## src/rtl/hmrc_pkg.sv

```systemverilog
// Shared types and constants for the monitor reading converter.
`default_nettype none

package hmrc_pkg;

    // Field widths
    localparam int CMD_W       = 4;
    localparam int RAW_W       = 8;
    localparam int VALUE_W     = 22;
    localparam int CFG_INDEX_W = 2;
    localparam int CFG_DATA_W  = 2;
    localparam int GAIN_W      = 13;
    localparam int OFFS_W      = 24;
    localparam int DIRECT_W    = 18;

    // Channel codes
    localparam logic [CMD_W-1:0] CMD_CORE0       = 4'd0;
    localparam logic [CMD_W-1:0] CMD_CORE1       = 4'd1;
    localparam logic [CMD_W-1:0] CMD_3V3         = 4'd2;
    localparam logic [CMD_W-1:0] CMD_P5          = 4'd3;
    localparam logic [CMD_W-1:0] CMD_P12         = 4'd4;
    localparam logic [CMD_W-1:0] CMD_N12         = 4'd5;
    localparam logic [CMD_W-1:0] CMD_N5          = 4'd6;
    localparam logic [CMD_W-1:0] CMD_TEMP_LOCAL  = 4'd7;
    localparam logic [CMD_W-1:0] CMD_TEMP_R1     = 4'd8;
    localparam logic [CMD_W-1:0] CMD_TEMP_R2     = 4'd9;
    localparam logic [CMD_W-1:0] CMD_FAN1        = 4'd10;
    localparam logic [CMD_W-1:0] CMD_FAN2        = 4'd11;
    localparam logic [CMD_W-1:0] CMD_FAN3        = 4'd12;

    // Chip families
    localparam logic [1:0] CHIP_A = 2'd0;
    localparam logic [1:0] CHIP_B = 2'd1;
    localparam logic [1:0] CHIP_C = 2'd2;
    localparam logic [1:0] CHIP_D = 2'd3;

    // Configuration register indexes
    localparam logic [CFG_INDEX_W-1:0] REG_CHIP_TYPE = 2'd0;
    localparam logic [CFG_INDEX_W-1:0] REG_FAN1_DIV  = 2'd1;
    localparam logic [CFG_INDEX_W-1:0] REG_FAN2_DIV  = 2'd2;

    // Voltage gains in thousandths
    localparam logic [GAIN_W-1:0] GAIN_UNIT    = 13'd1000;
    localparam logic [GAIN_W-1:0] GAIN_P5      = 13'd1680;
    localparam logic [GAIN_W-1:0] GAIN_4V00    = 13'd4000;
    localparam logic [GAIN_W-1:0] GAIN_3V80    = 13'd3800;
    localparam logic [GAIN_W-1:0] GAIN_3V47    = 13'd3470;
    localparam logic [GAIN_W-1:0] GAIN_1V667   = 13'd1667;
    localparam logic [GAIN_W-1:0] GAIN_1V50    = 13'd1500;
    localparam logic [GAIN_W-1:0] GAIN_D_N12   = 13'd5143;
    localparam logic [GAIN_W-1:0] GAIN_D_N5    = 13'd3143;

    // Family D offsets, in millivolts times one thousand
    localparam logic [OFFS_W-1:0] OFFS_NONE    = 24'd0;
    localparam logic [OFFS_W-1:0] OFFS_D_N12   = 24'd14914000;
    localparam logic [OFFS_W-1:0] OFFS_D_N5    = 24'd7714000;

    // Temperature and fan limits
    localparam logic [DIRECT_W-1:0] TEMP_SCALE = 18'd1000;
    localparam logic [DIRECT_W-1:0] TEMP_HALF  = 18'd500;
    localparam logic [RAW_W-1:0]    REMOTE_MAX = 8'd200;
    localparam logic [RAW_W-1:0]    FRAC_HALF  = 8'd128;
    localparam logic [RAW_W-1:0]    FAN_STUCK  = 8'd255;
    localparam logic [RAW_W-1:0]    FAN_NONE   = 8'd0;
    localparam logic [1:0]          FAN3_SHIFT = 2'd1;

    // Voltage rounding: divide by 1000 as multiply by ceil(2^35/1000), shift by 35
    localparam int                  PROD_W      = 25;
    localparam int                  RECIP_W     = 26;
    localparam int                  RECIP_SHIFT = 35;
    localparam int                  VOLT_Q_W    = 15;
    localparam logic [PROD_W-1:0]   ROUND_HALF  = 25'd500;
    localparam logic [RECIP_W-1:0]  RECIP_K     = 26'd34359739;

    // Fan divider: fixed dividend, a few quotient bits per stage
    localparam int                  DIV_W       = 21;
    localparam logic [DIV_W-1:0]    FAN_CONST   = 21'd1350000;
    localparam int                  DIV_BPS     = 3;
    localparam int                  DIV_STAGES  = DIV_W / DIV_BPS;

    // Queue sizing
    localparam int QUEUE_DEPTH = 4;
    localparam int QUEUE_PTR_W = 2;
    localparam int QUEUE_CNT_W = 3;

    typedef enum logic [1:0] {
        KIND_VOLT,
        KIND_FAN,
        KIND_DIRECT
    } kind_t;

    // Classified item handed from front to back
    typedef struct packed {
        kind_t                 kind;
        logic                  absent;
        logic [RAW_W-1:0]      raw;
        logic [GAIN_W-1:0]     gain;
        logic [OFFS_W-1:0]     offset;
        logic                  negate;
        logic [1:0]            shift;
        logic [DIRECT_W-1:0]   direct;
    } op_t;

    // Fields carried alongside the arithmetic in the back pipeline
    typedef struct packed {
        kind_t                 kind;
        logic                  absent;
        logic [RAW_W-1:0]      divisor;
        logic [1:0]            shift;
        logic [DIRECT_W-1:0]   direct;
    } tag_t;

    // Configuration register set
    typedef struct packed {
        logic [1:0] chip_type;
        logic [1:0] fan1_code;
        logic [1:0] fan2_code;
    } cfg_t;

endpackage

`default_nettype wire

```

## src/rtl/hmrc_front.sv

```systemverilog
// Front end: accepts items, classifies the channel and resolves gains and divisors.
`default_nettype none

module hmrc_front
    import hmrc_pkg::*;
(
    input  wire logic               clk,
    input  wire logic               rst_n,
    input  wire cfg_t               cfg,
    input  wire logic               in_valid,
    output logic                    in_stall,
    input  wire logic [CMD_W-1:0]   cmd,
    input  wire logic [RAW_W-1:0]   raw,
    input  wire logic [RAW_W-1:0]   fraction_byte,
    input  wire logic               q_full,
    output logic                    q_push,
    output op_t                     q_data
);

    op_t  op_reg;
    op_t  op_next;
    logic op_valid_reg;
    logic op_valid_next;
    logic accept;

    // Hold the input while the classified item cannot enter the queue
    assign in_stall = op_valid_reg && q_full;
    assign accept   = in_valid && !in_stall;
    assign q_push   = op_valid_reg && !q_full;
    assign q_data   = op_reg;

    // Classify the channel
    always_comb
    begin
        op_next        = '0;
        op_next.kind   = KIND_DIRECT;
        op_next.raw    = raw;
        op_next.gain   = GAIN_UNIT;
        op_next.offset = OFFS_NONE;
        op_next.shift  = FAN3_SHIFT;
        case (cmd)
            CMD_CORE0, CMD_CORE1, CMD_3V3:
            begin
                op_next.kind = KIND_VOLT;
            end
            CMD_P5:
            begin
                op_next.kind = KIND_VOLT;
                op_next.gain = GAIN_P5;
            end
            CMD_P12:
            begin
                op_next.kind = KIND_VOLT;
                op_next.gain = (cfg.chip_type inside {CHIP_A, CHIP_B}) ? GAIN_4V00 : GAIN_3V80;
            end
            CMD_N12:
            begin
                op_next.kind = KIND_VOLT;
                case (cfg.chip_type)
                    CHIP_A, CHIP_B:
                    begin
                        op_next.gain   = GAIN_4V00;
                        op_next.negate = 1'b1;
                    end
                    CHIP_C:
                    begin
                        op_next.gain   = GAIN_3V47;
                        op_next.negate = 1'b1;
                    end
                    default:
                    begin
                        op_next.gain   = GAIN_D_N12;
                        op_next.offset = OFFS_D_N12;
                    end
                endcase
            end
            CMD_N5:
            begin
                op_next.kind = KIND_VOLT;
                case (cfg.chip_type)
                    CHIP_A:
                    begin
                        op_next.gain   = GAIN_1V667;
                        op_next.negate = 1'b1;
                    end
                    CHIP_B, CHIP_C:
                    begin
                        op_next.gain   = GAIN_1V50;
                        op_next.negate = 1'b1;
                    end
                    default:
                    begin
                        op_next.gain   = GAIN_D_N5;
                        op_next.offset = OFFS_D_N5;
                    end
                endcase
            end
            CMD_TEMP_LOCAL:
            begin
                op_next.direct = DIRECT_W'(raw) * TEMP_SCALE;
            end
            CMD_TEMP_R1, CMD_TEMP_R2:
            begin
                // Unconnected remote sensor reads above the valid range
                if (raw > REMOTE_MAX)
                begin
                    op_next.absent = 1'b1;
                end
                else
                begin
                    op_next.direct = DIRECT_W'(raw) * TEMP_SCALE
                                   + ((fraction_byte == FRAC_HALF) ? TEMP_HALF : '0);
                end
            end
            CMD_FAN1, CMD_FAN2, CMD_FAN3:
            begin
                if (raw == FAN_NONE || raw == FAN_STUCK)
                begin
                    op_next.absent = 1'b1;
                end
                else
                begin
                    op_next.kind = KIND_FAN;
                end
                case (cmd)
                    CMD_FAN1: op_next.shift = cfg.fan1_code;
                    CMD_FAN2: op_next.shift = cfg.fan2_code;
                    default:  op_next.shift = FAN3_SHIFT;
                endcase
            end
            default:
            begin
                op_next.kind = KIND_DIRECT;
            end
        endcase
    end

    // Track whether the classified item is still waiting
    always_comb
    begin
        op_valid_next = op_valid_reg;
        if (accept)
        begin
            op_valid_next = 1'b1;
        end
        else if (q_push)
        begin
            op_valid_next = 1'b0;
        end
    end

    always_ff @(posedge clk or negedge rst_n)
    begin
        if (!rst_n)
        begin
            op_valid_reg <= 1'b0;
        end
        else
        begin
            op_valid_reg <= op_valid_next;
        end
    end

    // Capture the classified item
    always_ff @(posedge clk)
    begin
        if (accept)
        begin
            op_reg <= op_next;
        end
    end

endmodule

`default_nettype wire

```

## src/rtl/hmrc_queue.sv

```systemverilog
// Short queue of classified items between front and back.
`default_nettype none

module hmrc_queue
    import hmrc_pkg::*;
(
    input  wire logic   clk,
    input  wire logic   rst_n,
    input  wire logic   push,
    input  wire op_t    push_data,
    output logic        full,
    input  wire logic   pop,
    output op_t         pop_data,
    output logic        empty
);

    op_t                    entry_reg [0:QUEUE_DEPTH-1];
    logic [QUEUE_PTR_W-1:0] wr_ptr_reg;
    logic [QUEUE_PTR_W-1:0] rd_ptr_reg;
    logic [QUEUE_CNT_W-1:0] count_reg;
    logic [QUEUE_CNT_W-1:0] count_next;
    logic                   do_push;
    logic                   do_pop;

    assign full     = (count_reg == QUEUE_CNT_W'(QUEUE_DEPTH));
    assign empty    = (count_reg == '0);
    assign do_push  = push && !full;
    assign do_pop   = pop && !empty;
    assign pop_data = entry_reg[rd_ptr_reg];

    // Adjust the fill count
    always_comb
    begin
        count_next = count_reg;
        if (do_push && !do_pop)
        begin
            count_next = count_reg + 1'b1;
        end
        else if (do_pop && !do_push)
        begin
            count_next = count_reg - 1'b1;
        end
    end

    always_ff @(posedge clk or negedge rst_n)
    begin
        if (!rst_n)
        begin
            wr_ptr_reg <= '0;
            rd_ptr_reg <= '0;
            count_reg  <= '0;
        end
        else
        begin
            count_reg <= count_next;
            if (do_push)
            begin
                wr_ptr_reg <= wr_ptr_reg + 1'b1;
            end
            if (do_pop)
            begin
                rd_ptr_reg <= rd_ptr_reg + 1'b1;
            end
        end
    end

    // Store the pushed item
    always_ff @(posedge clk)
    begin
        if (do_push)
        begin
            entry_reg[wr_ptr_reg] <= push_data;
        end
    end

endmodule

`default_nettype wire

```

## src/rtl/hmrc_back.sv

```systemverilog
// Back end: voltage scaling with rounding, pipelined fan divider, output register.
`default_nettype none

module hmrc_back
    import hmrc_pkg::*;
(
    input  wire logic                   clk,
    input  wire logic                   rst_n,
    input  wire logic                   q_empty,
    input  wire op_t                    q_data,
    output logic                        q_pop,
    output logic                        out_valid,
    input  wire logic                   out_stall,
    output logic signed [VALUE_W-1:0]   value,
    output logic                        absent
);

    localparam int VOLT_STAGE = 4;

    logic                           en;
    logic [DIV_STAGES:0]            vld_reg;

    // Stage 0
    op_t                            op0_reg;

    // Divider stages 1 .. DIV_STAGES
    tag_t                           tag_reg  [1:DIV_STAGES];
    logic [RAW_W-1:0]               rem_reg  [1:DIV_STAGES];
    logic [DIV_W-1:0]               quot_reg [1:DIV_STAGES];

    // Voltage stages
    logic [PROD_W-1:0]              prod1_reg;
    logic [PROD_W-1:0]              prod1_next;
    logic [OFFS_W-1:0]              offset1_reg;
    logic                           negate1_reg;
    logic                           sign2_reg;
    logic                           sign2_next;
    logic [PROD_W-1:0]              mag2_reg;
    logic [PROD_W-1:0]              mag2_next;
    logic signed [PROD_W+1:0]       diff2;
    logic signed [PROD_W+1:0]       signed2;
    logic [PROD_W+1:0]              abs2;
    logic [PROD_W+RECIP_W-1:0]      scaled3;
    logic                           sign3_reg;
    logic [VOLT_Q_W-1:0]            q3_reg;
    logic [VOLT_Q_W-1:0]            q3_next;
    logic signed [VALUE_W-1:0]      volt_reg [VOLT_STAGE:DIV_STAGES];
    logic signed [VALUE_W-1:0]      volt4_next;

    // Output
    logic                           out_valid_reg;
    logic signed [VALUE_W-1:0]      value_reg;
    logic signed [VALUE_W-1:0]      value_next;
    logic                           absent_reg;
    logic [DIV_W-1:0]               rpm_last;

    function automatic logic [RAW_W+DIV_BPS-1:0] div_step(
        input logic [RAW_W-1:0]   rem_in,
        input logic [DIV_BPS-1:0] bits_in,
        input logic [RAW_W-1:0]   dvsr
    );
        logic [RAW_W:0]       part;
        logic [RAW_W-1:0]     rem_cur;
        logic [DIV_BPS-1:0]   qbits;
        rem_cur = rem_in;
        qbits   = '0;
        for (int i = DIV_BPS - 1; i >= 0; i--)
        begin
            part = {rem_cur, bits_in[i]};
            if (part >= {1'b0, dvsr})
            begin
                part     = part - {1'b0, dvsr};
                qbits[i] = 1'b1;
            end
            rem_cur = part[RAW_W-1:0];
        end
        return {rem_cur, qbits};
    endfunction

    // Advance the whole pipeline whenever the output register can take an item
    assign en        = !out_valid_reg || !out_stall;
    assign q_pop     = en && !q_empty;
    assign out_valid = out_valid_reg;
    assign value     = value_reg;
    assign absent    = absent_reg;

    always_ff @(posedge clk or negedge rst_n)
    begin
        if (!rst_n)
        begin
            vld_reg       <= '0;
            out_valid_reg <= 1'b0;
        end
        else if (en)
        begin
            vld_reg       <= {vld_reg[DIV_STAGES-1:0], q_pop};
            out_valid_reg <= vld_reg[DIV_STAGES];
        end
    end

    // Load stage 0 from the queue
    always_ff @(posedge clk)
    begin
        if (en)
        begin
            op0_reg <= q_data;
        end
    end

    // Divider stages: a few quotient bits of the fixed dividend per stage
    for (genvar d = 1; d <= DIV_STAGES; d++)
    begin : g_div
        logic [RAW_W+DIV_BPS-1:0] step;
        if (d == 1)
        begin : g_first
            assign step = div_step('0, FAN_CONST[DIV_W-1 -: DIV_BPS], op0_reg.raw);
            always_ff @(posedge clk)
            begin
                if (en)
                begin
                    tag_reg[d]  <= '{kind: op0_reg.kind, absent: op0_reg.absent,
                                     divisor: op0_reg.raw, shift: op0_reg.shift,
                                     direct: op0_reg.direct};
                    rem_reg[d]  <= step[RAW_W+DIV_BPS-1:DIV_BPS];
                    quot_reg[d] <= DIV_W'(step[DIV_BPS-1:0]);
                end
            end
        end
        else
        begin : g_rest
            assign step = div_step(rem_reg[d-1],
                                   FAN_CONST[DIV_W-1-(d-1)*DIV_BPS -: DIV_BPS],
                                   tag_reg[d-1].divisor);
            always_ff @(posedge clk)
            begin
                if (en)
                begin
                    tag_reg[d]  <= tag_reg[d-1];
                    rem_reg[d]  <= step[RAW_W+DIV_BPS-1:DIV_BPS];
                    quot_reg[d] <= {quot_reg[d-1][DIV_W-DIV_BPS-1:0], step[DIV_BPS-1:0]};
                end
            end
        end
    end

    // Voltage: raw times 16 mV times gain
    assign prod1_next = PROD_W'({op0_reg.raw, 4'b0000}) * PROD_W'(op0_reg.gain);

    // Voltage: subtract offset, apply sign, add half for rounding
    always_comb
    begin
        diff2      = $signed({2'b00, prod1_reg}) - $signed({3'b000, offset1_reg});
        signed2    = negate1_reg ? -diff2 : diff2;
        sign2_next = signed2[PROD_W+1];
        abs2       = sign2_next ? $unsigned(-signed2) : $unsigned(signed2);
        mag2_next  = abs2[PROD_W-1:0] + ROUND_HALF;
    end

    // Voltage: divide by 1000 through the reciprocal
    assign scaled3 = (PROD_W+RECIP_W)'(mag2_reg) * (PROD_W+RECIP_W)'(RECIP_K);
    assign q3_next = scaled3[RECIP_SHIFT +: VOLT_Q_W];

    // Voltage: restore the sign
    assign volt4_next = sign3_reg ? -$signed(VALUE_W'(q3_reg)) : $signed(VALUE_W'(q3_reg));

    always_ff @(posedge clk)
    begin
        if (en)
        begin
            prod1_reg          <= prod1_next;
            offset1_reg        <= op0_reg.offset;
            negate1_reg        <= op0_reg.negate;
            sign2_reg          <= sign2_next;
            mag2_reg           <= mag2_next;
            sign3_reg          <= sign2_reg;
            q3_reg             <= q3_next;
            volt_reg[VOLT_STAGE] <= volt4_next;
        end
    end

    // Delay the voltage to line up with the divider
    for (genvar v = VOLT_STAGE + 1; v <= DIV_STAGES; v++)
    begin : g_vdly
        always_ff @(posedge clk)
        begin
            if (en)
            begin
                volt_reg[v] <= volt_reg[v-1];
            end
        end
    end

    // Select the result for the output register
    assign rpm_last = quot_reg[DIV_STAGES] >> tag_reg[DIV_STAGES].shift;

    always_comb
    begin
        case (tag_reg[DIV_STAGES].kind)
            KIND_VOLT:   value_next = volt_reg[DIV_STAGES];
            KIND_FAN:    value_next = $signed(VALUE_W'(rpm_last));
            KIND_DIRECT: value_next = $signed(VALUE_W'(tag_reg[DIV_STAGES].direct));
            default:     value_next = '0;
        endcase
    end

    always_ff @(posedge clk)
    begin
        if (en)
        begin
            value_reg  <= value_next;
            absent_reg <= tag_reg[DIV_STAGES].absent;
        end
    end

endmodule

`default_nettype wire

```

## src/rtl/hw_monitor_reading_convert.sv

```systemverilog
// Top level of the monitor reading converter: register file, front, queue, back.
//
//  Port group   Handshake              Payload
//  ----------   --------------------   ---------------------------------
//  in           in_valid / in_stall    cmd, raw, fraction_byte
//  out          out_valid / out_stall  value, absent
//  cfg          cfg_valid / cfg_ready  cfg_index, cfg_data
//
//  One item per cycle sustained while out_stall is low. With no stalls an item
//  passes the front register, queue, load stage, seven divider stages of
//  three quotient bits each, then the output register, where out_valid rises.
//  Reset clears all valid state and loads chip_type 2 and both fan codes 1.
//  A stalled output freezes the back pipeline; the queue then fills and the
//  input stalls. cfg_ready is always high.
`default_nettype none

module hw_monitor_reading_convert
    import hmrc_pkg::*;
(
    input  wire logic                   clk,
    input  wire logic                   rst_n,
    input  wire logic                   in_valid,
    output logic                        in_stall,
    input  wire logic [CMD_W-1:0]       cmd,
    input  wire logic [RAW_W-1:0]       raw,
    input  wire logic [RAW_W-1:0]       fraction_byte,
    output logic                        out_valid,
    input  wire logic                   out_stall,
    output logic signed [VALUE_W-1:0]   value,
    output logic                        absent,
    input  wire logic                   cfg_valid,
    output logic                        cfg_ready,
    input  wire logic [CFG_INDEX_W-1:0] cfg_index,
    input  wire logic [CFG_DATA_W-1:0]  cfg_data
);

    cfg_t cfg_reg;
    logic q_push;
    logic q_full;
    logic q_pop;
    logic q_empty;
    op_t  q_push_data;
    op_t  q_pop_data;

    assign cfg_ready = 1'b1;

    // Write configuration registers; indexes beyond the list are dropped
    always_ff @(posedge clk or negedge rst_n)
    begin
        if (!rst_n)
        begin
            cfg_reg <= '{chip_type: CHIP_C, fan1_code: 2'd1, fan2_code: 2'd1};
        end
        else if (cfg_valid && cfg_ready)
        begin
            case (cfg_index)
                REG_CHIP_TYPE: cfg_reg.chip_type <= cfg_data;
                REG_FAN1_DIV:  cfg_reg.fan1_code <= cfg_data;
                REG_FAN2_DIV:  cfg_reg.fan2_code <= cfg_data;
                default:       cfg_reg           <= cfg_reg;
            endcase
        end
    end

    hmrc_front u_front (
        .clk           (clk),
        .rst_n         (rst_n),
        .cfg           (cfg_reg),
        .in_valid      (in_valid),
        .in_stall      (in_stall),
        .cmd           (cmd),
        .raw           (raw),
        .fraction_byte (fraction_byte),
        .q_full        (q_full),
        .q_push        (q_push),
        .q_data        (q_push_data)
    );

    hmrc_queue u_queue (
        .clk       (clk),
        .rst_n     (rst_n),
        .push      (q_push),
        .push_data (q_push_data),
        .full      (q_full),
        .pop       (q_pop),
        .pop_data  (q_pop_data),
        .empty     (q_empty)
    );

    hmrc_back u_back (
        .clk       (clk),
        .rst_n     (rst_n),
        .q_empty   (q_empty),
        .q_data    (q_pop_data),
        .q_pop     (q_pop),
        .out_valid (out_valid),
        .out_stall (out_stall),
        .value     (value),
        .absent    (absent)
    );

endmodule

`default_nettype wire
```

## config.mk

```make
export PLATFORM = sky130hd
export DESIGN_NAME = hw_monitor_reading_convert
export DESIGN_NICKNAME = d
export VERILOG_FILES = /design/src/rtl/hmrc_pkg.sv /design/src/rtl/hmrc_front.sv /design/src/rtl/hmrc_queue.sv /design/src/rtl/hmrc_back.sv /design/src/rtl/hw_monitor_reading_convert.sv
export SDC_FILE = /design/constraint.sdc
export NUM_CORES = 2
export LEC_CHECK = 0
export BUFFER_PORTS_ARGS = -buffer_cell sky130_fd_sc_hd__buf_2
export CAP_MARGIN = 30
export CORE_MARGIN = 10
export CORE_UTILIZATION = 55
export DETAILED_ROUTE_END_ITERATION = 7
export PLACE_DENSITY = 0.74
export SYNTH_ARGS = -nofsm -noshare
export SYNTH_HDL_FRONTEND = slang
export SYNTH_SLANG_ARGS = --single-unit
```

## constraint.sdc

```tcl
create_clock -name clk -period 13.82 [get_ports clk]
set_clock_uncertainty 0.15 [all_clocks]
set_input_delay 0.691 -clock clk [delete_from_list [all_inputs] [get_ports clk]]
set_output_delay 0.691 -clock clk [all_outputs]
set_load 0.005 [all_outputs]
```

==> impl_metrics.yaml <==
critical_path:
  worst_path_max_delay_cell: "a21boi_1"
  cp_max_fo: 9
  critPathRequiredTime_ns: 14.07
  slowest_delay_ns: 0.68
  end_kind: "flip-flop"
  crit_top_cell: "o21ai_0"
  ff2ff_path_depth: 32
  startpoint_type: "flip-flop"
  worstSetupPathType: "flip-flop to flip-flop"
  cp.arrival_ns: 9.02
synthesis:
  synth_largest_area_cell: "edfxtp_1"
  ys_seq_area_share_pct: 47.60
  syn_area_sq_um: 50230
  synth_most_common_cell: "edfxtp_1"
  ys_seq_elements: 800
  syn_avg_cell_area_sq_um: 12.57
  synthCells: 3997
  async_flop_share_pct: 2.875
  ys_types: 101
  synth_top_area_share_pct: 46.45
  synthTopCellsByArea: "edfxtp_1 (46%), ha_1 (12%), fa_1 (11%), inv_1 (4.3%), mux4_2 (2.8%)"
  yosysWarnings: 0
  synth_flop_cell: "edfxtp_1"
  synth_edf_count: 777
  synth_nets: 4788
  synthTopCellsByCount: "edfxtp_1 (777), inv_1 (579), ha_1 (494)"
detailed_routing:
  vias_per_cell: 5.569
  initialDrtViolationCount: 1959
  drc: 0
  vias: 29650
  detail-route-antenna-nets: 0
  wl_um: 96580
  first_pass_iters: 5
  wl_per_cell_um: 18.14
clock_network:
  htreeDepth: 3
  ctsLongestPathBuffers: 3
  cts_sinks: 800
  root_buffer: "clkbuf_16"
  cts_tree: "yes"
  cts_buffers: 82
  cts_setup_buffers: 0
  clkSlewWorstSetupHoldPaths_ns: 0.06
  clkLatencyLatePin_ns: 0.68
timing:
  finalCritPeriodShare_pct: 63.45
  rsz0062_at_grt: "false"
  holdWs_ns: 0.09354
  setup_tns_ns: 0
  finalSetupViolCount: 0
  worstMarginPinSlew_ns: 1.077
  finalCriticalPeriod_ns: 8.768
  max_slew_margin_pct: 28.18
  drv_slew: 0
  hold_violations: 0
  fmax_ghz: 0.1140
placed_design:
  port-buffer-count: 53
  gp_congestion: 0.8863
  place_hpwl_um: 71040
floorplan:
  design.die.area_sq_um: 103800
  core_sq_um: 90290
  die_w_um: 322.2
  start_util_pct: 55.63
  io-pin-count: 55
  die_h_um: 322.2
  rows: 110
finish:
  fillers: 6844
  largest_register_ffs: 195
  multi_input_comb_area_sq_um: 23860
  diodes: 0
  syn2layout_area_growth_pct: 9.139
  seqCellArea_sq_um: 23920
  nets: 4873
  drive_above_1_share_pct: 9.111
job:
  cap_viol_max_count: 0
global_routing:
  antenna_found_initial: 0
  grt_max_degree: 194
  grt-ovfl-total: 0
  grt_pass1_vias: 30450
  grt_usage_pct: 18.94
  grt_pass1_wl_um: 157900
hold_path:
  hold_path.class: "input pin to flip-flop"
  hold_path_depth: 2
outcome:
  status: "finished clean"
==> routing by layer <==
metal / share of wire [%] / up-vias / global-route usage [%]
met5: 0 / - / 0
met4: 3.2 / 0 / 6.370
met3: 4.1 / 166 / 3.106
met2: 49 / 567 / 32.11
met1: 43 / 14610 / 24.63
li1: - / 14310 / -
==> timing repair <==
action | CTS | global route
hold buffers | 1 | 0
endpoints found under the hold margin | 20 | 0
resized for setup | 0 | 0
==> metrics by stage <==
stage | util, % | std cells | worst slack, ns | area [sq um]
CTS | 60.69 | 5324 | 4.962 | 54790
global route | 60.72 | 5325 | 4.149 | 54820
floorplan | - | 3997 | 4.546 | 50230
finish | 60.72 | 5325 | 5.052 | 54820
global placement | 57.44 | 5170 | 5.112 | 51860
detailed placement | 57.49 | 5172 | 5.004 | 51900
==> cell type report <==
type,count,area share (%)
Tap cell,1176,2.684
Timing Repair Buffer,77,0.9198
Clock inverter,57,1.429
Inverter,583,3.992
Clock buffer,94,3.825
Sequential cell,800,43.63
Multi-Input combinational cell,2538,43.52
==> kinds of logic (layout without fill, tap and decap cells) <==
family	Yosys count	count (layout)	share of synthesized area (%)
other	1	1	0.007466
AOI/OAI and AO/OA	625	625	8.203
and+or+nand+nor	782	782	7.752
muxes	150	150	4.665
buffers and inverters	659	811	4.952
xor gates and xnor gates	218	218	3.831
adders and majority gates	762	762	22.99
DFF	800	800	47.60
==> path summary, 6_finish.rpt <==
| path | from | end | slack [ns] |
|---|---|---|---|
| max reg2reg | u_back.tag_reg[0][83]$_DFFE_PN_ | u_back.rem_reg[3][6]$_DFFE_PN_ | 5.05 |
| max | u_back.tag_reg[0][83]$_DFFE_PN_ | u_back.rem_reg[3][6]$_DFFE_PN_ | 5.05 |
| max in group asynchronous | rst_n | u_queue.rd_ptr_reg[0]$_DFFE_PN0P_ | 12.75 |
| min in group asynchronous | rst_n | u_back.vld_reg[0]$_DFFE_PN0N_ | 0.39 |
| min | in_valid | u_front.op_valid_reg$_DFFE_PN0P_ | 0.09 |
| min reg2reg | u_back.quot_reg[0][69]$_DFFE_PN_ | u_back.quot_reg[0][93]$_DFFE_PN_ | 0.24 |
==> worst max-delay path: cells and delay by family (launching register included) <==
kind / cells / cell delay, ns
AO/OA/AOI/OAI: 20 / 4.47
flip-flops: 1 / 0.45
multiplexers: 3 / 1.20
adder cells (fa/ha/maj): 3 / 1.02
AND/OR/NAND/NOR: 3 / 0.89
buffers and inverters: 3 / 0.39
==> cells in the final DEF, fill, tap and decap left out, types with 47 or more instances in the layout <==
cell type  count
a21oi_1      135
ha_1         494
buf_2         53
xor2_1        70
o21ai_0      182
inv_1        579
nand3_1       56
clkbuf_16     82
mux2_2        53
xnor2_1      146
nor2_1       158
nand2b_1      47
a21o_1        82
and2_1        68
mux4_2        62
fa_1         268
edfxtp_1     777
nand2_1      247
Power is not shown: default switching activity piles up to over one toggle a cycle in this logic, so the estimate is an artifact.
